## config.mk

```make
export PLATFORM = sky130hd
export DESIGN_NAME = utf16_utf32_to_utf8_transcoder
export DESIGN_NICKNAME = d
export VERILOG_FILES = /design/src/rtl/core/utf2u8_pkg.sv /design/src/rtl/core/utf2u8_front.sv /design/src/rtl/core/utf2u8_cmdq.sv /design/src/rtl/core/utf2u8_back.sv /design/src/rtl/core/utf16_utf32_to_utf8_transcoder.sv
export SDC_FILE = /design/constraint.sdc
export NUM_CORES = 1
export LEC_CHECK = 0
export BUFFER_PORTS_ARGS = -buffer_cell sky130_fd_sc_hd__buf_2
export CAP_MARGIN = 10
export CORE_MARGIN = 2
export CORE_UTILIZATION = 52
export DETAILED_ROUTE_END_ITERATION = 6
export GPL_ROUTABILITY_DRIVEN = 0
export PLACE_DENSITY = 0.68
export SETUP_SLACK_MARGIN = 0.2
export SLEW_MARGIN = 10
export SYNTH_ARGS = -nofsm -noshare
export SYNTH_HDL_FRONTEND = slang
export SYNTH_SLANG_ARGS = --single-unit
```

## constraint.sdc

```tcl
create_clock -name clk -period 8.25 [get_ports clk]
set_input_delay 0.825 -clock clk [delete_from_list [all_inputs] [get_ports clk]]
set_output_delay 0.825 -clock clk [all_outputs]
set_load 0.02 [all_outputs]
```

## src/rtl/core/utf2u8_pkg.sv

```systemverilog
package utf2u8_pkg;

  // Detected input encoding, as reported with every result item
  typedef enum logic [2:0] {
    ENC_NONE  = 3'd0,
    ENC_UTF8  = 3'd1,
    ENC_U16BE = 3'd2,
    ENC_U16LE = 3'd3,
    ENC_U32BE = 3'd4,
    ENC_U32LE = 3'd5
  } enc_t;

  // What a queued command expands to after its leading error items
  typedef enum logic [1:0] {
    K_NONE = 2'd0,  // error items only
    K_CP   = 2'd1,  // one code point, 1 to 4 UTF-8 bytes
    K_RAW  = 2'd2,  // one byte passed through unchanged
    K_END  = 2'd3   // end-of-stream marker
  } kind_t;

  // Front-end sequencer states
  typedef enum logic [1:0] {
    F_ACCEPT = 2'd0,
    F_REPLAY = 2'd1,
    F_END    = 2'd2,
    F_FLUSH  = 2'd3
  } fstate_t;

  localparam int CP_W = 21;

  // One command between front and back
  typedef struct packed {
    kind_t             kind;
    logic [1:0]        nerr;  // error items sent before the payload
    logic [CP_W-1:0]   val;   // code point, or raw byte in the low bits
    enc_t              enc;
    logic              last;  // last command caused by its input item
  } cmd_t;

  // One result item from the back end
  typedef struct packed {
    logic [7:0] data;
    logic       bval;
    logic       err;
    logic       send;
    enc_t       enc;
    logic       last;
  } res_t;

  localparam int CMDQ_DEPTH = 4;
  localparam int CMDQ_AW    = $clog2(CMDQ_DEPTH);
  localparam logic [CMDQ_AW:0] CMDQ_FULL = CMDQ_DEPTH[CMDQ_AW:0];

endpackage

```

## src/rtl/core/utf2u8_front.sv

```systemverilog
module utf2u8_front (
  input  logic               clk,
  input  logic               rst_n,
  input  logic               in_valid,
  output logic               in_ready,
  input  logic [7:0]         in_byte,
  input  logic               in_eos,
  output logic               push_valid,
  input  logic               push_ready,
  output utf2u8_pkg::cmd_t   push_cmd
);

  localparam logic [5:0]  HI_TAG    = 6'b110110;   // 0xD800..0xDBFF
  localparam logic [5:0]  LO_TAG    = 6'b110111;   // 0xDC00..0xDFFF
  localparam logic [20:0] SUPP_BASE = 21'h10000;
  localparam logic [31:0] CP_MAX    = 32'h0010FFFF;

  utf2u8_pkg::fstate_t state_r, state_nxt;
  utf2u8_pkg::enc_t    mode_r, mode_nxt;
  logic [7:0]          hdr_r [4];
  logic [2:0]          hcnt_r, hcnt_nxt;
  logic [23:0]         ua_r, ua_nxt;
  logic [1:0]          ubc_r, ubc_nxt;
  logic [9:0]          hsb_r, hsb_nxt;
  logic                pend_r, pend_nxt;
  logic [1:0]          ridx_r, ridx_nxt;
  logic [1:0]          rlast_r, rlast_nxt;
  logic                rend_r, rend_nxt;
  logic                stg_v_r, stg_v_nxt;
  utf2u8_pkg::cmd_t    stg_r, stg_nxt;

  logic                accept;
  logic                hdr_we;
  logic                go;
  logic                fin_step;
  logic                end_step;
  logic [1:0]          nerr_end;
  utf2u8_pkg::enc_t    enc_end;
  logic [7:0]          sb;
  logic                flush_go;

  // decoder outputs
  logic                d_cv;
  utf2u8_pkg::kind_t   d_kind;
  logic [1:0]          d_nerr;
  logic [20:0]         d_val;
  logic [23:0]         d_ua;
  logic [1:0]          d_ubc;
  logic [9:0]          d_hsb;
  logic                d_pend;
  logic [15:0]         v16;
  logic [31:0]         v32;
  logic [20:0]         cp_pair;
  logic                is_hi;
  logic                is_lo;

  logic                s_cv;
  utf2u8_pkg::cmd_t    s_cmd;

  assign in_ready = (state_r == utf2u8_pkg::F_ACCEPT) && push_ready;
  assign accept   = in_ready && in_valid;
  assign hdr_we   = accept && !in_eos && (mode_r == utf2u8_pkg::ENC_NONE);

  // Pick the byte and kind of step taken this cycle
  always_comb begin
    go       = 1'b0;
    fin_step = 1'b0;
    end_step = 1'b0;
    nerr_end = 2'd0;
    enc_end  = mode_r;
    sb       = in_byte;
    unique case (state_r)
      utf2u8_pkg::F_ACCEPT: begin
        if (accept) begin
          if (!in_eos && (mode_r != utf2u8_pkg::ENC_NONE)) begin
            go       = 1'b1;
            fin_step = 1'b1;
          end else if (in_eos && (mode_r != utf2u8_pkg::ENC_NONE)) begin
            go       = 1'b1;
            fin_step = 1'b1;
            end_step = 1'b1;
            nerr_end = {1'b0, pend_r} + {1'b0, (ubc_r != 2'd0)};
          end else if (in_eos && (hcnt_r == 3'd0)) begin
            go       = 1'b1;
            fin_step = 1'b1;
            end_step = 1'b1;
            enc_end  = utf2u8_pkg::ENC_UTF8;
          end
        end
      end
      utf2u8_pkg::F_REPLAY: begin
        sb       = hdr_r[ridx_r];
        go       = push_ready;
        fin_step = !rend_r && (ridx_r == rlast_r);
      end
      utf2u8_pkg::F_END: begin
        go       = push_ready;
        fin_step = 1'b1;
        end_step = 1'b1;
      end
      utf2u8_pkg::F_FLUSH: begin
      end
      default: begin
      end
    endcase
  end

  // Decode one byte in the current encoding
  always_comb begin
    v16     = 16'd0;
    v32     = 32'd0;
    cp_pair = 21'd0;
    is_hi   = 1'b0;
    is_lo   = 1'b0;
    d_cv    = 1'b0;
    d_kind  = utf2u8_pkg::K_NONE;
    d_nerr  = 2'd0;
    d_val   = 21'd0;
    d_ua    = ua_r;
    d_ubc   = ubc_r;
    d_hsb   = hsb_r;
    d_pend  = pend_r;
    unique case (mode_r) inside
      utf2u8_pkg::ENC_U16BE, utf2u8_pkg::ENC_U16LE: begin
        if (ubc_r == 2'd0) begin
          d_ua  = {16'd0, sb};
          d_ubc = 2'd1;
        end else begin
          v16     = (mode_r == utf2u8_pkg::ENC_U16BE) ? {ua_r[7:0], sb} : {sb, ua_r[7:0]};
          d_ua    = 24'd0;
          d_ubc   = 2'd0;
          is_hi   = (v16[15:10] == HI_TAG);
          is_lo   = (v16[15:10] == LO_TAG);
          cp_pair = SUPP_BASE + {1'b0, hsb_r, v16[9:0]};
          if (pend_r) begin
            d_pend = 1'b0;
            d_hsb  = 10'd0;
            if (is_lo) begin
              d_cv   = 1'b1;
              d_kind = utf2u8_pkg::K_CP;
              d_val  = cp_pair;
            end else if (is_hi) begin
              d_pend = 1'b1;
              d_hsb  = v16[9:0];
              d_cv   = 1'b1;
              d_nerr = 2'd1;
            end else begin
              d_cv   = 1'b1;
              d_kind = utf2u8_pkg::K_CP;
              d_nerr = 2'd1;
              d_val  = {5'd0, v16};
            end
          end else if (is_hi) begin
            d_pend = 1'b1;
            d_hsb  = v16[9:0];
          end else if (is_lo) begin
            d_cv   = 1'b1;
            d_nerr = 2'd1;
          end else begin
            d_cv   = 1'b1;
            d_kind = utf2u8_pkg::K_CP;
            d_val  = {5'd0, v16};
          end
        end
      end
      utf2u8_pkg::ENC_U32BE, utf2u8_pkg::ENC_U32LE: begin
        if (ubc_r != 2'd3) begin
          if (mode_r == utf2u8_pkg::ENC_U32BE) begin
            d_ua = {ua_r[15:0], sb};
          end else begin
            case (ubc_r)
              2'd0:    d_ua[7:0]   = sb;
              2'd1:    d_ua[15:8]  = sb;
              default: d_ua[23:16] = sb;
            endcase
          end
          d_ubc = ubc_r + 2'd1;
        end else begin
          v32   = (mode_r == utf2u8_pkg::ENC_U32BE) ? {ua_r, sb} : {sb, ua_r};
          d_ua  = 24'd0;
          d_ubc = 2'd0;
          d_cv  = 1'b1;
          if (v32 > CP_MAX) begin
            d_nerr = 2'd1;
          end else begin
            d_kind = utf2u8_pkg::K_CP;
            d_val  = v32[20:0];
          end
        end
      end
      default: begin
        d_cv   = 1'b1;
        d_kind = utf2u8_pkg::K_RAW;
        d_val  = {13'd0, sb};
      end
    endcase
  end

  // Form the command of this step
  always_comb begin
    s_cv       = end_step ? 1'b1 : d_cv;
    s_cmd.kind = end_step ? utf2u8_pkg::K_END : d_kind;
    s_cmd.nerr = end_step ? nerr_end : d_nerr;
    s_cmd.val  = end_step ? 21'd0 : d_val;
    s_cmd.enc  = end_step ? enc_end : mode_r;
    s_cmd.last = 1'b0;
  end

  assign flush_go = go && fin_step && stg_v_r && s_cv;

  // Next state
  always_comb begin
    state_nxt = state_r;
    unique case (state_r)
      utf2u8_pkg::F_ACCEPT: begin
        if (hdr_we && (hcnt_r == 3'd3)) begin
          state_nxt = utf2u8_pkg::F_REPLAY;
        end else if (accept && in_eos && (mode_r == utf2u8_pkg::ENC_NONE) &&
                     (hcnt_r != 3'd0)) begin
          state_nxt = utf2u8_pkg::F_REPLAY;
        end
      end
      utf2u8_pkg::F_REPLAY: begin
        if (go && (ridx_r == rlast_r)) begin
          if (rend_r) begin
            state_nxt = utf2u8_pkg::F_END;
          end else begin
            state_nxt = flush_go ? utf2u8_pkg::F_FLUSH : utf2u8_pkg::F_ACCEPT;
          end
        end
      end
      utf2u8_pkg::F_END: begin
        if (go) begin
          state_nxt = flush_go ? utf2u8_pkg::F_FLUSH : utf2u8_pkg::F_ACCEPT;
        end
      end
      utf2u8_pkg::F_FLUSH: begin
        if (push_ready) begin
          state_nxt = utf2u8_pkg::F_ACCEPT;
        end
      end
      default: state_nxt = utf2u8_pkg::F_ACCEPT;
    endcase
  end

  // Push commands: hold one back while later steps of the item may still add one
  always_comb begin
    push_valid = 1'b0;
    push_cmd   = stg_r;
    stg_v_nxt  = stg_v_r;
    stg_nxt    = stg_r;
    if (state_r == utf2u8_pkg::F_FLUSH) begin
      push_valid = stg_v_r;
      if (push_ready) begin
        stg_v_nxt = 1'b0;
      end
    end else if (go) begin
      if (fin_step) begin
        if (stg_v_r) begin
          push_valid    = 1'b1;
          push_cmd.last = !s_cv;
          if (s_cv) begin
            stg_nxt      = s_cmd;
            stg_nxt.last = 1'b1;
          end else begin
            stg_v_nxt = 1'b0;
          end
        end else if (s_cv) begin
          push_valid    = 1'b1;
          push_cmd      = s_cmd;
          push_cmd.last = 1'b1;
        end
      end else if (s_cv) begin
        if (stg_v_r) begin
          push_valid    = 1'b1;
          push_cmd.last = 1'b0;
        end
        stg_nxt   = s_cmd;
        stg_v_nxt = 1'b1;
      end
    end
  end

  // Stream state updates
  always_comb begin
    mode_nxt  = mode_r;
    hcnt_nxt  = hcnt_r;
    ua_nxt    = ua_r;
    ubc_nxt   = ubc_r;
    hsb_nxt   = hsb_r;
    pend_nxt  = pend_r;
    ridx_nxt  = ridx_r;
    rlast_nxt = rlast_r;
    rend_nxt  = rend_r;
    if (hdr_we) begin
      if (hcnt_r == 3'd3) begin
        hcnt_nxt  = 3'd0;
        ridx_nxt  = 2'd0;
        rlast_nxt = 2'd3;
        rend_nxt  = 1'b0;
        if (hdr_r[0] == 8'd0) begin
          mode_nxt = (hdr_r[1] == 8'd0) ? utf2u8_pkg::ENC_U32BE : utf2u8_pkg::ENC_U16BE;
        end else if (hdr_r[1] == 8'd0) begin
          mode_nxt = (hdr_r[2] == 8'd0) ? utf2u8_pkg::ENC_U32LE : utf2u8_pkg::ENC_U16LE;
        end else begin
          mode_nxt = utf2u8_pkg::ENC_UTF8;
        end
      end else begin
        hcnt_nxt = hcnt_r + 3'd1;
      end
    end else if (accept && in_eos && (mode_r == utf2u8_pkg::ENC_NONE) &&
                 (hcnt_r != 3'd0)) begin
      // short stream: flush buffered bytes as UTF-8, then the marker
      mode_nxt  = utf2u8_pkg::ENC_UTF8;
      ridx_nxt  = 2'd0;
      rlast_nxt = hcnt_r[1:0] - 2'd1;
      rend_nxt  = 1'b1;
    end
    if (go && end_step) begin
      mode_nxt = utf2u8_pkg::ENC_NONE;
      hcnt_nxt = 3'd0;
      ua_nxt   = 24'd0;
      ubc_nxt  = 2'd0;
      hsb_nxt  = 10'd0;
      pend_nxt = 1'b0;
    end else if (go) begin
      ua_nxt   = d_ua;
      ubc_nxt  = d_ubc;
      hsb_nxt  = d_hsb;
      pend_nxt = d_pend;
      if ((state_r == utf2u8_pkg::F_REPLAY) && (ridx_r != rlast_r)) begin
        ridx_nxt = ridx_r + 2'd1;
      end
    end
  end

  always_ff @(posedge clk) begin
    if (!rst_n) begin
      state_r <= utf2u8_pkg::F_ACCEPT;
      mode_r  <= utf2u8_pkg::ENC_NONE;
      hcnt_r  <= 3'd0;
      ua_r    <= 24'd0;
      ubc_r   <= 2'd0;
      hsb_r   <= 10'd0;
      pend_r  <= 1'b0;
      ridx_r  <= 2'd0;
      rlast_r <= 2'd0;
      rend_r  <= 1'b0;
      stg_v_r <= 1'b0;
    end else begin
      state_r <= state_nxt;
      mode_r  <= mode_nxt;
      hcnt_r  <= hcnt_nxt;
      ua_r    <= ua_nxt;
      ubc_r   <= ubc_nxt;
      hsb_r   <= hsb_nxt;
      pend_r  <= pend_nxt;
      ridx_r  <= ridx_nxt;
      rlast_r <= rlast_nxt;
      rend_r  <= rend_nxt;
      stg_v_r <= stg_v_nxt;
    end
  end

  // Header bytes and the held command need no reset
  always_ff @(posedge clk) begin
    if (hdr_we) begin
      hdr_r[hcnt_r[1:0]] <= in_byte;
    end
    stg_r <= stg_nxt;
  end

endmodule

```

## src/rtl/core/utf2u8_cmdq.sv

```systemverilog
module utf2u8_cmdq (
  input  logic               clk,
  input  logic               rst_n,
  input  logic               push_valid,
  output logic               push_ready,
  input  utf2u8_pkg::cmd_t   push_cmd,
  output logic               pop_valid,
  input  logic               pop_ready,
  output utf2u8_pkg::cmd_t   pop_cmd
);

  utf2u8_pkg::cmd_t                  mem_r [utf2u8_pkg::CMDQ_DEPTH];
  logic [utf2u8_pkg::CMDQ_AW-1:0]    wp_r, wp_nxt;
  logic [utf2u8_pkg::CMDQ_AW-1:0]    rp_r, rp_nxt;
  logic [utf2u8_pkg::CMDQ_AW:0]      cnt_r, cnt_nxt;
  logic                              do_push;
  logic                              do_pop;

  assign push_ready = (cnt_r != utf2u8_pkg::CMDQ_FULL);
  assign pop_valid  = (cnt_r != '0);
  assign pop_cmd    = mem_r[rp_r];
  assign do_push    = push_valid && push_ready;
  assign do_pop     = pop_valid && pop_ready;

  // Advance pointers and occupancy
  always_comb begin
    wp_nxt  = do_push ? wp_r + 1'b1 : wp_r;
    rp_nxt  = do_pop ? rp_r + 1'b1 : rp_r;
    cnt_nxt = cnt_r;
    if (do_push && !do_pop) begin
      cnt_nxt = cnt_r + 1'b1;
    end else if (do_pop && !do_push) begin
      cnt_nxt = cnt_r - 1'b1;
    end
  end

  always_ff @(posedge clk) begin
    if (!rst_n) begin
      wp_r  <= '0;
      rp_r  <= '0;
      cnt_r <= '0;
    end else begin
      wp_r  <= wp_nxt;
      rp_r  <= rp_nxt;
      cnt_r <= cnt_nxt;
    end
  end

  always_ff @(posedge clk) begin
    if (do_push) begin
      mem_r[wp_r] <= push_cmd;
    end
  end

endmodule

```

## src/rtl/core/utf2u8_back.sv

```systemverilog
module utf2u8_back (
  input  logic               clk,
  input  logic               rst_n,
  input  logic               pop_valid,
  output logic               pop_ready,
  input  utf2u8_pkg::cmd_t   pop_cmd,
  output logic               out_valid,
  input  logic               out_ready,
  output utf2u8_pkg::res_t   out_res
);

  localparam logic [7:0] LEAD2 = 8'hC0;
  localparam logic [7:0] LEAD3 = 8'hE0;
  localparam logic [7:0] LEAD4 = 8'hF0;
  localparam logic [7:0] CONT  = 8'h80;

  logic               wv_r, wv_nxt;
  utf2u8_pkg::cmd_t   w_r, w_nxt;
  logic [1:0]         ecnt_r, ecnt_nxt;
  logic [1:0]         idx_r, idx_nxt;
  logic               ov_r, ov_nxt;
  utf2u8_pkg::res_t   o_r, o_nxt;

  logic               produce;
  logic               emit;
  logic               done;
  logic [1:0]         nb_last;
  logic [1:0]         grp;
  logic [7:0]         cp_byte;
  utf2u8_pkg::res_t   res;

  // Length of the code point in bytes, minus one
  always_comb begin
    if (w_r.val < 21'h80) begin
      nb_last = 2'd0;
    end else if (w_r.val < 21'h800) begin
      nb_last = 2'd1;
    end else if (w_r.val < 21'h10000) begin
      nb_last = 2'd2;
    end else begin
      nb_last = 2'd3;
    end
  end

  // Encode the current byte of the code point
  always_comb begin
    grp = nb_last - idx_r;
    if (idx_r == 2'd0) begin
      case (nb_last)
        2'd0:    cp_byte = {1'b0, w_r.val[6:0]};
        2'd1:    cp_byte = LEAD2 | {3'd0, w_r.val[10:6]};
        2'd2:    cp_byte = LEAD3 | {4'd0, w_r.val[15:12]};
        default: cp_byte = LEAD4 | {5'd0, w_r.val[20:18]};
      endcase
    end else begin
      case (grp)
        2'd0:    cp_byte = CONT | {2'd0, w_r.val[5:0]};
        2'd1:    cp_byte = CONT | {2'd0, w_r.val[11:6]};
        default: cp_byte = CONT | {2'd0, w_r.val[17:12]};
      endcase
    end
  end

  assign produce = wv_r && (!ov_r || out_ready);

  // Build the next result of the working command
  always_comb begin
    res.data = 8'd0;
    res.bval = 1'b0;
    res.err  = 1'b0;
    res.send = 1'b0;
    res.enc  = w_r.enc;
    res.last = 1'b0;
    emit     = 1'b1;
    done     = 1'b1;
    if (ecnt_r != 2'd0) begin
      res.err = 1'b1;
      done    = (ecnt_r == 2'd1) && (w_r.kind == utf2u8_pkg::K_NONE);
    end else begin
      unique case (w_r.kind)
        utf2u8_pkg::K_CP: begin
          res.data = cp_byte;
          res.bval = 1'b1;
          done     = (idx_r == nb_last);
        end
        utf2u8_pkg::K_RAW: begin
          res.data = w_r.val[7:0];
          res.bval = 1'b1;
        end
        utf2u8_pkg::K_END: begin
          res.send = 1'b1;
        end
        default: begin
          emit = 1'b0;
        end
      endcase
    end
    res.last = w_r.last && done;
  end

  assign pop_ready = !wv_r || (produce && done);

  // Advance through the command, load the next one when it finishes
  always_comb begin
    wv_nxt   = wv_r;
    w_nxt    = w_r;
    ecnt_nxt = ecnt_r;
    idx_nxt  = idx_r;
    if (pop_ready && pop_valid) begin
      wv_nxt   = 1'b1;
      w_nxt    = pop_cmd;
      ecnt_nxt = pop_cmd.nerr;
      idx_nxt  = 2'd0;
    end else if (produce && done) begin
      wv_nxt = 1'b0;
    end else if (produce) begin
      if (ecnt_r != 2'd0) begin
        ecnt_nxt = ecnt_r - 2'd1;
      end else begin
        idx_nxt = idx_r + 2'd1;
      end
    end
  end

  // Output register: load a new result or drop the one taken
  always_comb begin
    ov_nxt = ov_r;
    o_nxt  = o_r;
    if (produce && emit) begin
      ov_nxt = 1'b1;
      o_nxt  = res;
    end else if (out_ready) begin
      ov_nxt = 1'b0;
    end
  end

  assign out_valid = ov_r;
  assign out_res   = o_r;

  always_ff @(posedge clk) begin
    if (!rst_n) begin
      wv_r   <= 1'b0;
      ov_r   <= 1'b0;
      ecnt_r <= 2'd0;
      idx_r  <= 2'd0;
    end else begin
      wv_r   <= wv_nxt;
      ov_r   <= ov_nxt;
      ecnt_r <= ecnt_nxt;
      idx_r  <= idx_nxt;
    end
  end

  always_ff @(posedge clk) begin
    w_r <= w_nxt;
    o_r <= o_nxt;
  end

endmodule

```

## src/rtl/core/utf16_utf32_to_utf8_transcoder.sv

```systemverilog
// Byte-stream to UTF-8 transcoder with JSON-style encoding detection. Each input item
// is one raw byte, or an end-of-stream mark (in_tlast high, data ignored). The first
// four bytes of a stream are buffered; their zero pattern selects UTF-32BE, UTF-16BE,
// UTF-32LE, UTF-16LE or UTF-8, and they are then decoded like any other bytes. Each
// result item is one UTF-8 byte, an error item (invalid surrogate, value above
// 0x10FFFF, unit cut off at the end) or the end marker that closes the stream and
// returns the block to its reset state; out_tlast marks the last result of an input
// item. Ordinary bytes enter at one item per cycle while the command queue has room.
// The fourth header byte, and a short-stream end, hold the input while the front end
// replays the buffered bytes one per cycle while the queue has room and pushes the
// last command of the item. The back end emits one result per cycle while its output
// is taken; an item makes 0 to 5 results (about 1.5 per byte for UTF-16 text); a
// four-entry command queue lets both ends stall on their own.
module utf16_utf32_to_utf8_transcoder (
  input  logic       clk,
  input  logic       rst_n,
  input  logic       in_tvalid,
  output logic       in_tready,
  input  logic [7:0] in_tdata,   // [7:0] in_byte
  input  logic       in_tlast,   // end_of_stream
  output logic       out_tvalid,
  input  logic       out_tready,
  output logic [7:0] out_tdata,  // [7:0] utf8_byte
  output logic [5:0] out_tuser,  // [0] byte_valid, [1] error_flag, [2] stream_end,
                                 // [5:3] detected_encoding
  output logic       out_tlast   // last_of_run
);

  logic               push_valid;
  logic               push_ready;
  utf2u8_pkg::cmd_t   push_cmd;
  logic               pop_valid;
  logic               pop_ready;
  utf2u8_pkg::cmd_t   pop_cmd;
  utf2u8_pkg::res_t   res;

  utf2u8_front u_front (
    .clk        (clk),
    .rst_n      (rst_n),
    .in_valid   (in_tvalid),
    .in_ready   (in_tready),
    .in_byte    (in_tdata),
    .in_eos     (in_tlast),
    .push_valid (push_valid),
    .push_ready (push_ready),
    .push_cmd   (push_cmd)
  );

  utf2u8_cmdq u_cmdq (
    .clk        (clk),
    .rst_n      (rst_n),
    .push_valid (push_valid),
    .push_ready (push_ready),
    .push_cmd   (push_cmd),
    .pop_valid  (pop_valid),
    .pop_ready  (pop_ready),
    .pop_cmd    (pop_cmd)
  );

  utf2u8_back u_back (
    .clk       (clk),
    .rst_n     (rst_n),
    .pop_valid (pop_valid),
    .pop_ready (pop_ready),
    .pop_cmd   (pop_cmd),
    .out_valid (out_tvalid),
    .out_ready (out_tready),
    .out_res   (res)
  );

  // Pack the result item onto the stream
  assign out_tdata = res.data;
  assign out_tuser = {res.enc, res.send, res.err, res.bval};
  assign out_tlast = res.last;

  // The end marker always closes its item's results
  a_end_is_last: assert property (@(posedge clk) disable iff (!rst_n)
    out_tvalid && out_tuser[2] |-> out_tlast)
    else $error("end marker not flagged as last result");

  // A data byte is never an error or an end marker
  a_data_clean: assert property (@(posedge clk) disable iff (!rst_n)
    out_tvalid && out_tuser[0] |-> !out_tuser[1] && !out_tuser[2])
    else $error("data byte carries error or end flag");

  // Every result is produced after an encoding is chosen
  a_enc_known: assert property (@(posedge clk) disable iff (!rst_n)
    out_tvalid |-> out_tuser[5:3] != utf2u8_pkg::ENC_NONE)
    else $error("result reported with undecided encoding");

endmodule

```

== Word level (Yosys, flattened, before mapping) ==
Memories as Yosys holds them, arrays and structs flattened. A register that Yosys moved wholly into a read port is not among the register bits.
Index checks and enable logic that the tools add are counted.
Word-level totals
  flip-flop bits (word level): 135
  RAM bits: 148
  input bits: 13
  output and inout bits: 17
  memories: 2
Cells by class
  add/subtract/negate cells: 13
  $lt $le $gt $ge: 4
  equality and inequality tests: 33
  multiplexer cells: 156
  bitwise operators: 5
  reductions and logical operators: 82
Memories
  u_cmdq.mem_r: depth 4, width 29, read ports 1, clocked after Yosys merged registers in 1, write ports 1, line utf2u8_cmdq.sv:12  | utf2u8_pkg::cmd_t mem_r [utf2u8_pkg::CMDQ_DEPTH];
  u_front.hdr_r: depth 4, width 8, read ports 4, clocked after Yosys merged registers in 1, write ports 1, line utf2u8_front.sv:20  | logic [7:0] hdr_r [4];
Operator list (count)
  two-way mux 29 bit: 6
  two-way mux 21 bit: 7
  two-way mux 2 bit: 41
  two-way mux 28 bit: 2
  two-way mux 1 bit: 55
  two-way mux 16 bit: 3
  two-way mux 24 bit: 2
  two-way mux 3 bit: 16
  two-way mux 8 bit: 6
  one-hot mux 24 bit (2 select lines): 1
  one-hot mux 21 bit (2 select lines): 1
  two-way mux 10 bit: 4
  > comparator 32 x 21 -> 1 bit (second input constant): 1
  two-way mux 32 bit: 1
  logical AND 1 bit: 27
  logical NOT 8 bit: 3
  one-hot mux 8 bit (3 select lines): 1
  nonzero test 2 bit: 12
  adder 17 x 20 -> 21 bit (first input constant): 1
  less-than comparator 21 x 12 -> 1 bit (second input constant): 1
  less-than comparator 21 x 17 -> 1 bit (second input constant): 1
  less-than comparator 21 x 8 -> 1 bit (second input constant): 1
  AND reduction 3 bit: 7
  one-hot mux 9 bit (2 select lines): 1
  other kinds (33): 92

== Longest topological paths before layout ==
Gate-level depths: netlist (run 1).
  depth in word-level cells: 19
  gate-level depth with buffers: 17

== Modules after synthesis ==
Synthesis (run 1) repeated with hierarchy kept, for this count alone.
Unflattened totals
  cell total of the unflattened synthesis: 1187
  area total of the unflattened synthesis: 14168.6 µm²
Modules (own cells, without submodules)
  utf2u8_front: times used 1, cells each 789, area an instance 7135.6 µm², sequential area each 2852.7 µm²
  utf2u8_cmdq: times used 1, cells each 199, area an instance 4672.0 µm², sequential area each 3663.5 µm²
  utf2u8_back: times used 1, cells each 199, area an instance 2361.0 µm², sequential area each 1381.3 µm²

== Worst setup path after synthesis (run 1) ==
OpenSTA, ideal clock, no wires.
  kind: flip-flop to flip-flop
  start: reg u_front.ridx_r[1]
  end: reg u_front.stg_r[0] in the netlist's numbering, enable pin
  arrival time: 4.005 ns
  data required time: 7.799 ns
  slack: 3.793 ns
  stages on the path, launching flop included: 9
  path buffers: 1
  clock period less this slack: 4.457 ns
  cells stage by stage: dfxtp_1 -> buf_4 -> mux2_1 -> a221oi_2 -> nand2b_1 -> a2111oi_4 -> a21oi_4 -> nor2b_1 -> nor3_1
On the way
  longest elaborated chain between the ends: 5
  elaborated cells between the ends (all ways): 6
  classes of those cells: eq/ne: 2; mux: 1; reduce/logical: 3
RTL lines
  start: declaration: line utf2u8_front.sv:26  | logic [1:0] ridx_r, ridx_nxt;
  start signal: assignment: line utf2u8_front.sv:358  | ridx_r <= ridx_nxt;
  equality test 2 bit (*): line utf2u8_front.sv:94  | fin_step = !rend_r && (ridx_r == rlast_r);
  logical AND 1 bit (*): line utf2u8_front.sv:94
  one-hot mux 1 bit (3 select lines) (*): line utf2u8_front.sv:72  | unique case (state_r)
  inequality test 2 x 1 -> 1 bit (no line) / nonzero test 2 bit (equally long branches)
  AND reduction 4 bit (no line) (*)
  end signal: assignment: line utf2u8_front.sv:370  | stg_r <= stg_nxt;
  end: declaration: line utf2u8_front.sv:30  | utf2u8_pkg::cmd_t stg_r, stg_nxt;
Mark *: on every way between the ends. The rest lies on a longest branch, timed or not.
A chain may end at the register's enable or synchronous reset.

== Final worst setup path (run 1) ==
  start: reg u_front.mode_r[1]
  end: reg u_cmdq.cnt_r[2] in the netlist's numbering
On the way
  longest elaborated chain between the ends: 17
  elaborated cells between the ends (all ways): 36
  classes of those cells: eq/ne: 5; mux: 21; reduce/logical: 10
RTL lines
  start: declaration: line utf2u8_front.sv:19  | utf2u8_pkg::enc_t mode_r, mode_nxt;
  start signal: assignment: line utf2u8_front.sv:340  | mode_r <= utf2u8_pkg::ENC_NONE;
  start signal: assignment: line utf2u8_front.sv:352  | mode_r <= mode_nxt;
  equality test 3 x 2 -> 1 bit: line utf2u8_front.sv:129  | v16 = (mode_r == utf2u8_pkg::ENC_U16BE) ? {ua_r[7:0], sb} : {sb, ua_r[7:0]};
  two-way mux 16 bit: line utf2u8_front.sv:129
  equality test 6 bit: line utf2u8_front.sv:132  | is_hi = (v16[15:10] == HI_TAG);
  two-way mux 1 bit: line utf2u8_front.sv:153  | end else if (is_hi) begin
  two-way mux 1 bit: line utf2u8_front.sv:135  | if (pend_r) begin
  two-way mux 1 bit: line utf2u8_front.sv:125  | if (ubc_r == 2'd0) begin
  one-hot mux 1 bit (2 select lines): line utf2u8_front.sv:123  | unique case (mode_r) inside
  two-way mux 1 bit: line utf2u8_front.sv:201  | s_cv = end_step ? 1'b1 : d_cv;
  [2 not listed]
  two-way mux 1 bit: line utf2u8_front.sv:258  | if (fin_step) begin
  two-way mux 1 bit (*): line utf2u8_front.sv:257  | end else if (go) begin
  two-way mux 1 bit (*): line utf2u8_front.sv:252  | if (state_r == utf2u8_pkg::F_FLUSH) begin
  logical AND 1 bit (*): line utf2u8_cmdq.sv:22  | assign do_push = push_valid && push_ready;
  net u_cmdq.do_push: line utf2u8_cmdq.sv:16  | logic do_push;
  logical NOT 1 bit: line utf2u8_cmdq.sv:32  | end else if (do_pop && !do_push) begin
  logical AND 1 bit: line utf2u8_cmdq.sv:32
  nonzero test 2 bit (no line)
  end signal: assignment: line utf2u8_cmdq.sv:45  | cnt_r <= cnt_nxt;
  end: declaration: line utf2u8_cmdq.sv:15  | logic [utf2u8_pkg::CMDQ_AW:0] cnt_r, cnt_nxt;
The timed path passes the listed nets; every way through them passes the cells marked *.

==> metrics list, run 1 <==
- The run finished with clean final reports.
- In the routed design, unresolved DRC markers number 0.
- The via count of the first global-routing pass was 8767.
- Max-cap violations in this run came to 0.
* Final #Nets: 1186
* Per-cell via count in the routed design: 5.933
* Vertical die dimension: 165.5 um
- Worst relative slew slack: 21.92%
* Cell Rows: 59
* Global-route wire length before repair: 47170 um
* Cell family with most CP delay: simple AND/OR/NAND/NOR gates
- The final hold violation count was 0.
- The worst setup path is captured at a flip-flop.
- Pin count of the biggest net entering global routing: 44
* HPWL after detailed placement: 20310 um
- The synthesized netlist occupies a cell area of 13560 um^2.
- Synth-to-layout area growth: 11.01%
- In this run, post-CTS hold repair placed 0 buffers.
- For the final routed database, the setup TNS stands at 0 ps.
- Input and output buffers added on the ports amount to 29.
* Routed length per instance: 19.30 um
* Post-route design area: 15060 um^2
- Capture endpoint of the worst hold path: u_back.out_res[1]
- Counting flops with a built-in enable in the synthesized netlist gives 219.
- Hold Path Stages: 0
* # fillers: 2067
- The die covers 27390 um^2.
* Top post-synthesis cells by area: sky130_fd_sc_hd__edfxtp_1 (48%), sky130_fd_sc_hd__dfxtp_1 (9.7%), sky130_fd_sc_hd__mux4_2 (4.8%)
* Max Root-Sink Buffers: 3
- After synthesis, the mean cell area works out to 12.06 um^2.
- The worst register-to-register path ends at u_cmdq.cnt_r[2].
* Areal power density over the cells: 326.7 nW/um^2
- CTS HTree Levels: 1
- Max FO, Critical Path: 17
- Clock skew after layout: 12.16 ps
- Launch instance of the worst register-to-register path: u_front.mode_r[1]
- Fraction of final layout cells sized beyond drive strength 1: 14.24%
- Total nets after synthesis: 1169
- Chip width: 165.5 um
* DR pass1 iterations: 6
- CP Launch Type: flip-flop
* Maximum resistive drop on vdd: 0.0002554 V
* Ports: 30
* Antenna diode count: 0
- Number of buffers inserted to repair setup after CTS: 0
- For the worst setup path, the data arrival time is 5040 ps.
* Least-Margin Pin Slew: 1167 ps
- Sequential cell area fraction in the yosys report: 58.23%
- Register-to-Register Setup Slack: 3710 ps
- For this block, the routed nets add up to 28970 um of wire.
- Max frequency: 220.1 MHz
- Together, buffers and inverters on the worst path number 1.
* Data required time of the worst path: 8740 ps
- Synthesis handed over a netlist of 1125 instances.
- Number of vias after detailed routing: 8905
- Walking the worst path, the cells encountered are nor3b_2 > and4b_1 > a31oi_1 > a2111oi_4 > a21oi_4 > o21ai_1 > nand4_2 > ha_1 > inv_1 > fa_1 > xor2_1 > or3_1 > a21boi_0.
* Final setup violation count: 0
- The critical path is of the reg -> reg type.
* Remaining global-route overflow: 0
- Yosys printed 0 warnings.
* Number of violations reported at the end of detailed-routing iteration 0: 753
* Clock Root Buffer: sky130_fd_sc_hd__clkbuf_16
- Final Max Tran Viols: 0
* Synth Register Bits: 285
- Register area: 7899 um^2
- In this run, distinct cell masters in the synthesized netlist total 85.
- In this run the biggest area consumer among cell types represents 48.49% of the synthesized area.
- The placed instances occupy a cell area of 13980 um^2.
- Multi-input gate area in the final layout: 5299 um^2
- The tree built by TritonCTS fans out to 285 sinks.
- The total area inside the core boundary comes to 25840 um^2.
- On the critical path, the stage with the largest delay is an instance of sky130_fd_sc_hd__nor3b_2.
- On the worst path, the slowest cell contributes a delay of 960 ps.
- For this run, asynchronously set or reset flops after synthesis account for 0%.
- Share of the clock period used by the worst path after layout: 55.07%
- Insertion delay to the later sink of the worst-skew pair: 570 ps
- Number of antenna violations at the first check in global routing: 0
* Class of the tightest hold or removal check: reg -> reg
- The worst register-to-register path has a depth of 13.
* Leak: 5.201 nW
- Setup repair after global routing left no endpoint under its margin.
- CTS tree: yes
- In the synthesized netlist the dominant register cell turns out to be sky130_fd_sc_hd__edfxtp_1.
- In this run the most critical hold path is launched from u_back.res[1].
* Tmin final: 4544 ps
- Tot GR Track Use: 21.80%
- The count of nets left with antenna violations once routing finished came out at 0.
- Clock transition at the registers of the reported paths: 60 ps
* Cell taking the most area after synthesis: sky130_fd_sc_hd__edfxtp_1
- Once the clock tree was built, the resizer swapped 0 gates to a different size.
- Buffers inserted during clock tree synthesis total 30.
* Initial Util: 52.49%
-- logic make-up after synthesis --
| family | share of synthesized area, % |
|---|---|
| XOR/XNOR | 0.9041 |
| flip-flops | 58.23 |
| adder cells (fa/ha/maj) | 2.915 |
| AO/OA/AOI/OAI | 13.28 |
| multiplexers | 8.303 |
| buffers and inverters | 2.823 |
| AND/OR/NAND/NOR | 13.54 |
-- flip-flops by register name, indices dropped and copies added (netlist names), 3 cells and up, named ones only --
register,flops
u_cmdq.mem_r,116
u_front.hdr_r,32
u_front.stg_r,29
u_back.w_r,24
u_front.ua_r,24
u_back.out_res,15
u_front.hsb_r,10
u_back.res,3
u_cmdq.cnt_r,3
u_front.hcnt_r,3
u_front.mode_r,3
-- where the power goes --
group          switching (mW)  internal (mW)
registers               0.152           2.04
logic                   0.823          0.476
clock network           0.559          0.865
-- worst max-delay path by stage --
stage | from | endpoint | slack, ps | depth (start not counted)
global route | u_front.mode_r[1] | u_cmdq.cnt_r[2] | 3300 | 13
detailed placement | u_front.mode_r[1] | u_cmdq.cnt_r[2] | 3790 | 13
global placement | u_front.mode_r[1] | u_front.stg_r[3] | 3890 | 7
CTS | u_front.mode_r[1] | u_cmdq.cnt_r[2] | 3770 | 13
floorplan | u_front.ridx_r[1] | u_front.stg_r[0] | 3790 | 8
finish | u_front.mode_r[1] | u_cmdq.cnt_r[2] | 3710 | 13
-- metal layers --
layer  vias to the layer above  share of wire (%)  track usage, %
li1                       4278                  -               -
met3                        65                4.6           2.672
met5                         -                  0               0
met1                      4301                 43           28.65
met2                       261                 49           37.16
met4                         0                3.9           8.268
-- through the flow --
step	cells	setup WS, ps	total power, mW	hold WS, ps	utilization [%]
final	1501	3706	4.918	430.5	58.27
after floorplan	1125	3793	3.133	400.3	-
after CTS	1501	3775	4.951	429.4	58.27
after detailed placement	1445	3785	3.525	415.1	54.09
after global placement	1445	3893	3.491	416.7	54.09
after global routing	1501	3296	5.182	451.5	58.27
-- final cells by class --
type,instances,share of cell area (%)
Multi-Input combinational cell,753,35.19
Inverter,29,0.7230
Tap cell,335,2.784
Clock inverter,18,1.720
Timing Repair Buffer,43,1.662
Sequential cell,285,52.46
Clock buffer,38,5.452
-- synthesized netlist by cell type, drive strengths merged, types with 12 or more instances --
master / count
a21oi: 65
a221o: 12
a22oi: 33
and2: 27
buf: 19
clkbuf: 39
dfxtp: 66
edfxtp: 219
ha: 30
inv: 29
mux2i: 36
mux4: 29
nand2: 138
nand3: 24
nor2: 101
nor2b: 19
nor3: 22
nor4: 12
o211ai: 12
o21ai: 42
-- cells in the final DEF, fill, tap and decap left out, types with 30 or more instances in the layout --
cell                        instances
sky130_fd_sc_hd__edfxtp_1         219
sky130_fd_sc_hd__nand2_1          137
sky130_fd_sc_hd__nor2_1           100
sky130_fd_sc_hd__dfxtp_1           65
sky130_fd_sc_hd__a21oi_1           64
sky130_fd_sc_hd__mux2i_1           36
sky130_fd_sc_hd__a22oi_1           33
sky130_fd_sc_hd__o21ai_0           33
sky130_fd_sc_hd__ha_1              30
sky130_fd_sc_hd__clkbuf_16         30
Power figures use the tool's default switching activity.
==> run 2: changes to the inputs <==
Clock period 8.25 ns to 4.42 ns, I/O delays scaled along.
==> metrics list, run 2 (synthesized netlist as in run 1, its figures left out) <==
- The via count of the routed design came to 9100 (was 8905).
- RSZ-0062 raised after global routing: false (unchanged)
- The final total negative setup slack came to 0 ps (unchanged).
- The number of CTS-inserted buffers came to 29 (was 30).
- The maximum clock insertion buffer count was 3 (unchanged).
- HPWL after detailed placement: 21220 um (was 20310 um)
* Clock Root Buffer: sky130_fd_sc_hd__clkbuf_16 (unchanged)
- The startpoint of the lowest-slack hold path is in_tdata[7] (was u_back.res[1]).
- Clock skew after layout: 23.77 ps (was 12.16 ps)
* Launch instance of the worst register-to-register path: u_back.w_r[19] (was u_front.mode_r[1])
* # fillers: 2099 (was 2067)
- Synth-to-layout area growth: 10.96% (was 11.01%)
- Vertical die dimension: 165.5 um (unchanged)
* Share of the clock period used by the worst path after layout: 89.22% (was 55.07%)
- The number of nets with antenna violations after routing came to 0 (unchanged).
- Sum of routed wire length over all layers: 30150 um (was 28970 um)
- Floorplan core area: 25840 um^2 (unchanged)
* CTS tree: yes (unchanged)
- Largest register FFs: 116 (unchanged)
- Chip width: 165.5 um (unchanged)
- Leak: 5.233 nW (was 5.201 nW)
- Max FO, Critical Path: 7 (was 17)
* Post-route DRC violation count: 0 (unchanged)
- Dpl ws: 516.2 ps (was 3785 ps)
- Top register by number of flip-flops: u_cmdq.mem_r (unchanged)
- Number of antenna violations at the first check in global routing: 0 (unchanged)
- Max frequency: 253.6 MHz (was 220.1 MHz)
- The largest net degree at the start of global routing was 36 (was 44).
* CTS hold repair buffers: 0 (unchanged)
- Endpoint kind of the worst setup timing path: flip-flop (unchanged)
* Areal power density over the cells: 596.4 nW/um^2 (was 326.7 nW/um^2)
- Post-route design area: 15050 um^2 (was 15060 um^2)
* Initial Util: 52.49% (unchanged)
- Class of the tightest hold or removal check: in -> reg (was reg -> reg)
* Final #Nets: 1208 (was 1186)
* Commonest non-fill, non-tap cell in the layout: sky130_fd_sc_hd__edfxtp_1 (unchanged)
- Fraction of final layout cells sized beyond drive strength 1: 14.81% (was 14.24%)
- The worst slew margin relative to its limit was 21.72% (was 21.92%).
* Per-cell via count in the routed design: 5.999 (was 5.933)
* Most frequent cells in the layout: sky130_fd_sc_hd__edfxtp_1 (219), sky130_fd_sc_hd__nand2_1 (137), sky130_fd_sc_hd__nor2_1 (100) (unchanged)
- Insertion delay to the later sink of the worst-skew pair: 550 ps (was 570 ps)
- Register-to-Register Setup Slack: 480 ps (was 3710 ps)
* Crit Path Category: reg -> reg (unchanged)
- Via count of the first global-routing pass: 9021 (was 8767)
* Count of cells along the worst register-to-register path: 14 (was 13)
* Crit path setup slack, layout: 476.5 ps (was 3706 ps)
- Resized cells post-CTS: 0 (unchanged)
* Most Frequent Cell on Critical Path: sky130_fd_sc_hd__ha_1
* Remaining global-route overflow: 0 (unchanged)
- CTS HTree Levels: 1 (unchanged)
* Number of buffers inserted to repair setup after CTS: 0 (unchanged)
* Data required time of the worst path: 4890 ps (was 8740 ps)
- CP Launch Type: flip-flop (unchanged)
- The cell area after placement came to 14150 um^2 (was 13980 um^2).
- Total chip power: 8.975 mW (was 4.918 mW)
* CP peak stage delay: 570 ps (was 960 ps)
* Max-cap violation count: 0 (unchanged)
- Max stage delay cell, worst path: sky130_fd_sc_hd__or4_1 (was sky130_fd_sc_hd__nor3b_2)
- Total Die Area: 27390 um^2 (unchanged)
- Number of violations reported at the end of detailed-routing iteration 0: 891 (was 753)
- The CTS sink count came to 285 (unchanged).
- The core utilization of the finished layout was 58.25% (was 58.27%).
- I/O Buffers: 29 (unchanged)
* Final Max Tran Viols: 0 (unchanged)
- Capture endpoint of the worst hold path: u_front.hdr_r[1][7] (was u_back.out_res[1])
- Cell Rows: 59 (unchanged)
- Clock transition at the registers of the reported paths: 60 ps (about the same)
* Least-Margin Pin Slew: 1172 ps (was 1167 ps)
- Tmin final: 3944 ps (was 4544 ps)
* Final setup violation count: 0 (unchanged)
- The mean routed wirelength per cell came to 19.87 um (was 19.30 um).
- The worst voltage drop across the vdd grid came to 0.0004232 V (was 0.0002554 V).
* DR pass1 iterations: 6 (unchanged)
- Antenna diode count: 0 (unchanged)
* Ports: 30 (unchanged)
- Signal arrival time at the worst endpoint: 4420 ps (was 5040 ps)
- The wire length of the first global-routing pass is 48490 um (was 47170 um).
* Cells traversed along the worst timing path: or4_1 > nor2_1 > o41ai_1 > and2_1 > ha_1 > a21oi_1 > o31ai_1 > o31ai_2 > ha_1 > inv_1 > fa_1 > xor2_1 > or3_1 > a21boi_0 (was nor3b_2 > and4b_1 > a31oi_1 > a2111oi_4 > a21oi_4 > o21ai_1 > nand4_2 > ha_1 > inv_1 > fa_1 > xor2_1 > or3_1 > a21boi_0)
- Count of endpoints failing hold in the final timing report: 0 (unchanged)
- The endpoint of the most critical register-to-register path is u_cmdq.cnt_r[2] (unchanged).
* Outcome: finished, final reports clean (unchanged)
- Tot GR Track Use: 22.62% (was 21.80%)
- Hold Path Stages: 1 (was 0)
[run 2: changes by cell type in the layout (fill, tap and decap cells not counted), sizes merged]
cell and change:
clkinvlp -3, buf +23, bufinv -2, clkbuf -1
inv +1, clkinv -2
[run 2: how the worst max path moves through the flow]
stage / from / end / cells past startpoint / slack, ps
after floorplan: u_back.w_r[19] / u_cmdq.cnt_r[2] / 15 / 810
after global placement: u_back.w_r[19] / u_cmdq.cnt_r[2] / 14 / 620
after detailed placement: u_back.w_r[19] / u_cmdq.cnt_r[2] / 14 / 520
after CTS: u_front.state_r[1] / u_cmdq.cnt_r[2] / 15 / 510
after global routing: u_back.w_r[19] / u_cmdq.cnt_r[2] / 14 / 230
final: u_back.w_r[19] / u_cmdq.cnt_r[2] / 14 / 480
[run 2: final cells by class]
type,instances,area [um^2],share of cell area (%)
clock buffers,37,755.7,5.022
clock inverters,12,138.9,0.9228
inverters,29,108.9,0.7233
multi-input cells,753,5305,35.25
flip-flops and latches,285,7899,52.49
well taps,335,419.2,2.785
repair buffers,66,422.9,2.810
[run 2: metrics by stage]
step	hold slack, ps	cells
finish	144.1	1517
global route	138.4	1517
CTS	130.4	1517
detailed placement	404.5	1468
global placement	407.4	1468
floorplan	400.3	1125
[run 2: power breakdown]
group | total, mW | switching (mW) | internal (mW)
registers | 4.13 | 0.321 | 3.81
clock network | 2.35 | 0.980 | 1.37
logic | 2.49 | 1.55 | 0.937
total | 8.98 | 2.85 | 6.12
[run 2: critical path, delay by kind of cell (launching register included)]
| family | cells | cell delay (ps) |
|---|---|---|
| xor gates and xnor gates | 1 | 180 |
| and+or+nand+nor | 4 | 1180 |
| adders and majority gates | 3 | 1130 |
| DFF | 1 | 410 |
| AOI/OAI and AO/OA | 5 | 930 |
| buffers and inverters | 1 | 60 |
[run 2: per-layer routing]
layer  vias up  GRT usage, %  part of all wire (%)
met5         -             0                     0
met3        70         3.497                   5.5
met4         0         7.406                   2.9
met1      4425         29.63                    43
met2       291         38.70                    49
li1       4314             -                     -
==> run 3: changes to the inputs <==
Settings changed: ABC_AREA set to 1.
==> metrics list, run 3 <==
- Count of synthesis-stage warnings from yosys: 0 (unchanged)
- Antenna diode count: 0 (unchanged)
- Data required time of the worst path: 4870 ps (was 4890 ps)
* Max-cap violation count: 0 (unchanged)
- The async set or reset register ratio after synthesis came to 0% (unchanged).
- Areal power density over the cells: 592.6 nW/um^2 (was 596.4 nW/um^2)
- The portion of total power attributed to the clock network is 27.7% (was 26.2%).
- Switch share: 34.28% (was 31.80%)
- Cells traversed along the worst timing path: inv_1 > ha_1 > or2_2 > nand2_1 > o21ai_2 > nand2_2 > nand2_1 > nor2_1 > nand2_4 > inv_4 > nand2_1 > nand2_2 > nand2_1 > ha_1 > inv_1 > fa_1 > a21oi_1 > o21ai_0 > o21ai_0 > a21oi_1 (was or4_1 > nor2_1 > o41ai_1 > and2_1 > ha_1 > a21oi_1 > o31ai_1 > o31ai_2 > ha_1 > inv_1 > fa_1 > xor2_1 > or3_1 > a21boi_0).
- The post-synthesis instance total came to 1510 (was 1125).
* Post-detailed-route count of antenna-violating nets: 0 (unchanged)
- Routed length per instance: 16.62 um (was 19.87 um)
- The share of the synthesized area in the top cell type came to 47.31% (was 48.49%).
- The overall routing resource usage is 22.29% (was 22.62%).
- Post-route DRC violation count: 2 (was 0)
- The sequential group share of total power is 44.2% (was 46.0%).
* Insertion delay to the later sink of the worst-skew pair: 570 ps (was 550 ps)
- Pin count of the biggest net entering global routing: 60 (was 36)
- The dominant synthesized flop cell was sky130_fd_sc_hd__edfxtp_1 (unchanged).
- The number of CTS-inserted buffers is 30 (was 29).
* Cell area after synthesis: 13900 um^2 (was 13560 um^2)
- The worst-path maximum fanout is 27 (was 7).
* I/O Buffers: 29 (unchanged)
- Chip width: 167.5 um (was 165.5 um)
* Number of violations reported at the end of detailed-routing iteration 0: 830 (was 891)
* Global-route wire length before repair: 50750 um (was 48490 um)
- Tmin final: 3781 ps (was 3944 ps)
- The post-synthesis cell type count was 53 (was 85).
* Fraction of final layout cells sized beyond drive strength 1: 10.24% (was 14.81%)
- The worst hold path class is in -> reg (unchanged).
* Initial Util: 53.19% (was 52.49%)
* CTS HTree Levels: 1 (unchanged)
- The number of cells after detailed placement came to 1832 (was 1468).
* Final Max Tran Viols: 0 (unchanged)
* Crit Path Category: reg -> reg (unchanged)
- The post-route clock skew came to 11.74 ps (was 23.77 ps).
- The total congestion overflow after global routing was 0 (unchanged).
* Per-cell via count in the routed design: 5.583 (was 5.999)
* Total Die Area: 28050 um^2 (was 27390 um^2)
* Least-Margin Pin Slew: 918.2 ps (was 1172 ps)
- The upper clock frequency limit was 264.5 MHz (was 253.6 MHz).
- Most frequent cells in the layout: sky130_fd_sc_hd__nand2_1 (298), sky130_fd_sc_hd__edfxtp_1 (219), sky130_fd_sc_hd__o21ai_0 (166) (was sky130_fd_sc_hd__edfxtp_1 (219), sky130_fd_sc_hd__nand2_1 (137), sky130_fd_sc_hd__nor2_1 (100))
* Violated checks: design-rule violations
- The HPWL reported at the end of detailed placement is 21630 um (was 21220 um).
- Resized cells post-CTS: 0 (unchanged)
- Number of buffers inserted to repair setup after CTS: 0 (unchanged)
- Commonest non-fill, non-tap cell in the layout: sky130_fd_sc_hd__nand2_1 (was sky130_fd_sc_hd__edfxtp_1)
- Synth top cells by count: sky130_fd_sc_hd__nand2_1 (298), sky130_fd_sc_hd__edfxtp_1 (219), sky130_fd_sc_hd__o21ai_0 (166) (was sky130_fd_sc_hd__edfxtp_1 (219), sky130_fd_sc_hd__nand2_1 (137), sky130_fd_sc_hd__nor2_1 (100)).
- The worst-case setup slack after placement was 689.0 ps (was 516.2 ps).
* Endpoint kind of the worst setup timing path: flip-flop (unchanged)
* Number of enable flip-flop cells after synthesis: 219 (unchanged)
- # fillers: 2272 (was 2099)
* Number of vias after detailed routing: 10540 (was 9100)
- Outcome: complete, but fails checks (was finished, final reports clean).
- DR pass1 iterations: 7 (was 6)
- Crit path setup slack, layout: 638.7 ps (was 476.5 ps)
- The number of synthesized register bits is 285 (unchanged).
- CTS hold repair buffers: 0 (unchanged)
- The number of nets in the synthesized netlist is 1554 (was 1169).
* Floorplan core area: 26130 um^2 (was 25840 um^2)
- Most Frequent Cell on Critical Path: sky130_fd_sc_hd__nand2_1 (was sky130_fd_sc_hd__ha_1)
- The worst slew margin relative to its limit is 38.72% (was 21.72%).
- Max Root-Sink Buffers: 3 (unchanged)
* Clock Root Buffer: sky130_fd_sc_hd__clkbuf_16 (unchanged)
- The CTS clock-pin slew for the worst setup and hold paths came to 60 ps (about the same).
* Sequential cell area fraction in the yosys report: 56.82% (was 58.23%)
- The count of pins on the block boundary was 30 (unchanged).
- The vertical extent of the die is 167.5 um (was 165.5 um).
* Sink count of the clock tree: 285 (unchanged)
* Core Util, Final: 58.58% (was 58.25%)
- Internal portion of total power: 5.963 mW (was 6.121 mW)
- The number of antenna violations at the first check in global routing was 0 (unchanged).
- The portion of total power attributed to combinational logic was 28.0% (was 27.8%).
* Via count of the first global-routing pass: 10180 (was 9021)
- Final setup violation count: 0 (unchanged)
- The cell with the largest stage delay on the worst path was sky130_fd_sc_hd__ha_1 (was sky130_fd_sc_hd__or4_1).
- Switching power: 3.110 mW (was 2.855 mW)
- RSZ-0062 raised after global routing: false (unchanged).
- Post-Syn Area per Cell: 9.205 um^2 (was 12.06 um^2)
- Share of the clock period used by the worst path after layout: 85.55% (was 89.22%)
- Count of endpoints failing hold in the final timing report: 0 (unchanged)
* Maximum resistive drop on vdd: 0.0004178 V (was 0.0004232 V)
- The leading cell type by number of instances after synthesis was sky130_fd_sc_hd__nand2_1 (was sky130_fd_sc_hd__edfxtp_1).
* Top register by number of flip-flops: u_cmdq.mem_r (unchanged)
- The leakage power figure is 5.730 nW (was 5.233 nW).
* Largest register FFs: 116 (unchanged)
* CP peak stage delay: 570 ps (about the same)
- The number of placement rows is 59 (unchanged).
- The post-synthesis cell type with the largest combined area is sky130_fd_sc_hd__edfxtp_1 (unchanged).
- CP Launch Type: flip-flop (unchanged)
- The data arrival time of the worst path was 4230 ps (was 4420 ps).
- The TritonCTS clock tree is yes (unchanged).
* Final #Nets: 1573 (was 1208)
- Synth-to-layout area growth: 10.14% (was 10.96%)
* Filler-free cell count of the finished design: 1888 (was 1517)
* Setup total negative slack: 0 ps (unchanged)
- Top post-synthesis cells by area: sky130_fd_sc_hd__edfxtp_1 (47%), sky130_fd_sc_hd__dfxtp_1 (9.5%), sky130_fd_sc_hd__nand2_1 (8.0%) (was sky130_fd_sc_hd__edfxtp_1 (48%), sky130_fd_sc_hd__dfxtp_1 (9.7%), sky130_fd_sc_hd__mux4_2 (4.8%)).
- The overall routed net length is 31380 um (was 30150 um).
## run 3: cells by family after synthesis
group / after synthesis / synth area share, %
flip-flops: 285 / 56.82
multiplexers: 1 / 0.07202
XOR/XNOR: 9 / 0.5671
AND/OR/NAND/NOR: 603 / 18.90
adder cells (fa/ha/maj): 31 / 2.845
buffers and inverters: 221 / 6.553
AO/OA/AOI/OAI: 360 / 14.24
## run 3: cell type report
class,count,area (um^2),share of cell area [%]
timing repair buffer,48,287.8,1.880
multi-input combinational,1004,5106,33.36
clock inverter,17,210.2,1.373
inverter,160,603.1,3.940
sequential,285,7898,51.59
tap,335,419.2,2.738
clock buffer,39,784.5,5.125
## run 3: power groups by stage
stage	sequential [mW]	clock, mW	combinational [mW]
floorplan	4.07	0	1.75
global placement	4.05	0	2.47
detailed placement	4.07	0	2.53
CTS	4.01	2.56	2.54
global route	4.06	2.67	2.84
finish	4.01	2.52	2.54
## run 3: per-layer routing
metal / up-vias / part of all wire [%] / GRT usage [%]
met1: 4907 / 44 / 28.83
li1: 5238 / - / -
met4: 0 / 4.0 / 9.301
met2: 313 / 48 / 38.21
met5: - / 0 / 0
met3: 83 / 4.4 / 2.765
## run 3: stage by stage
stage          hold WS, ps  power [mW]  area (um^2)
2_1_floorplan        400.3       5.811        13900
3_3_place_gp         402.4       6.515        14310
3_5_place_dp         407.5       6.594        14310
4_1_cts              120.2       9.109        15310
5_1_grt              120.1       9.573        15310
6_report             125.1       9.072        15310
## run 3: path summary, 6_finish.rpt
path	slack [ps]	end	cells past startpoint	start
max	640	u_cmdq.cnt_r[2]	20	u_front.state_r[1]
min	130	u_front.hdr_r[3][2]	1	in_tdata[2]
max reg2reg	640	u_cmdq.cnt_r[2]	20	u_front.state_r[1]
min reg2reg	420	u_back.out_res[2]	0	u_back.res[2]
## run 3: worst max-delay path, delay by kind of cell (launching register included)
family / cells / cell delay (ps)
adders and majority gates: 3 / 1120
AOI/OAI and AO/OA: 5 / 700
and+or+nand+nor: 9 / 1170
buffers and inverters: 3 / 330
DFF: 1 / 320
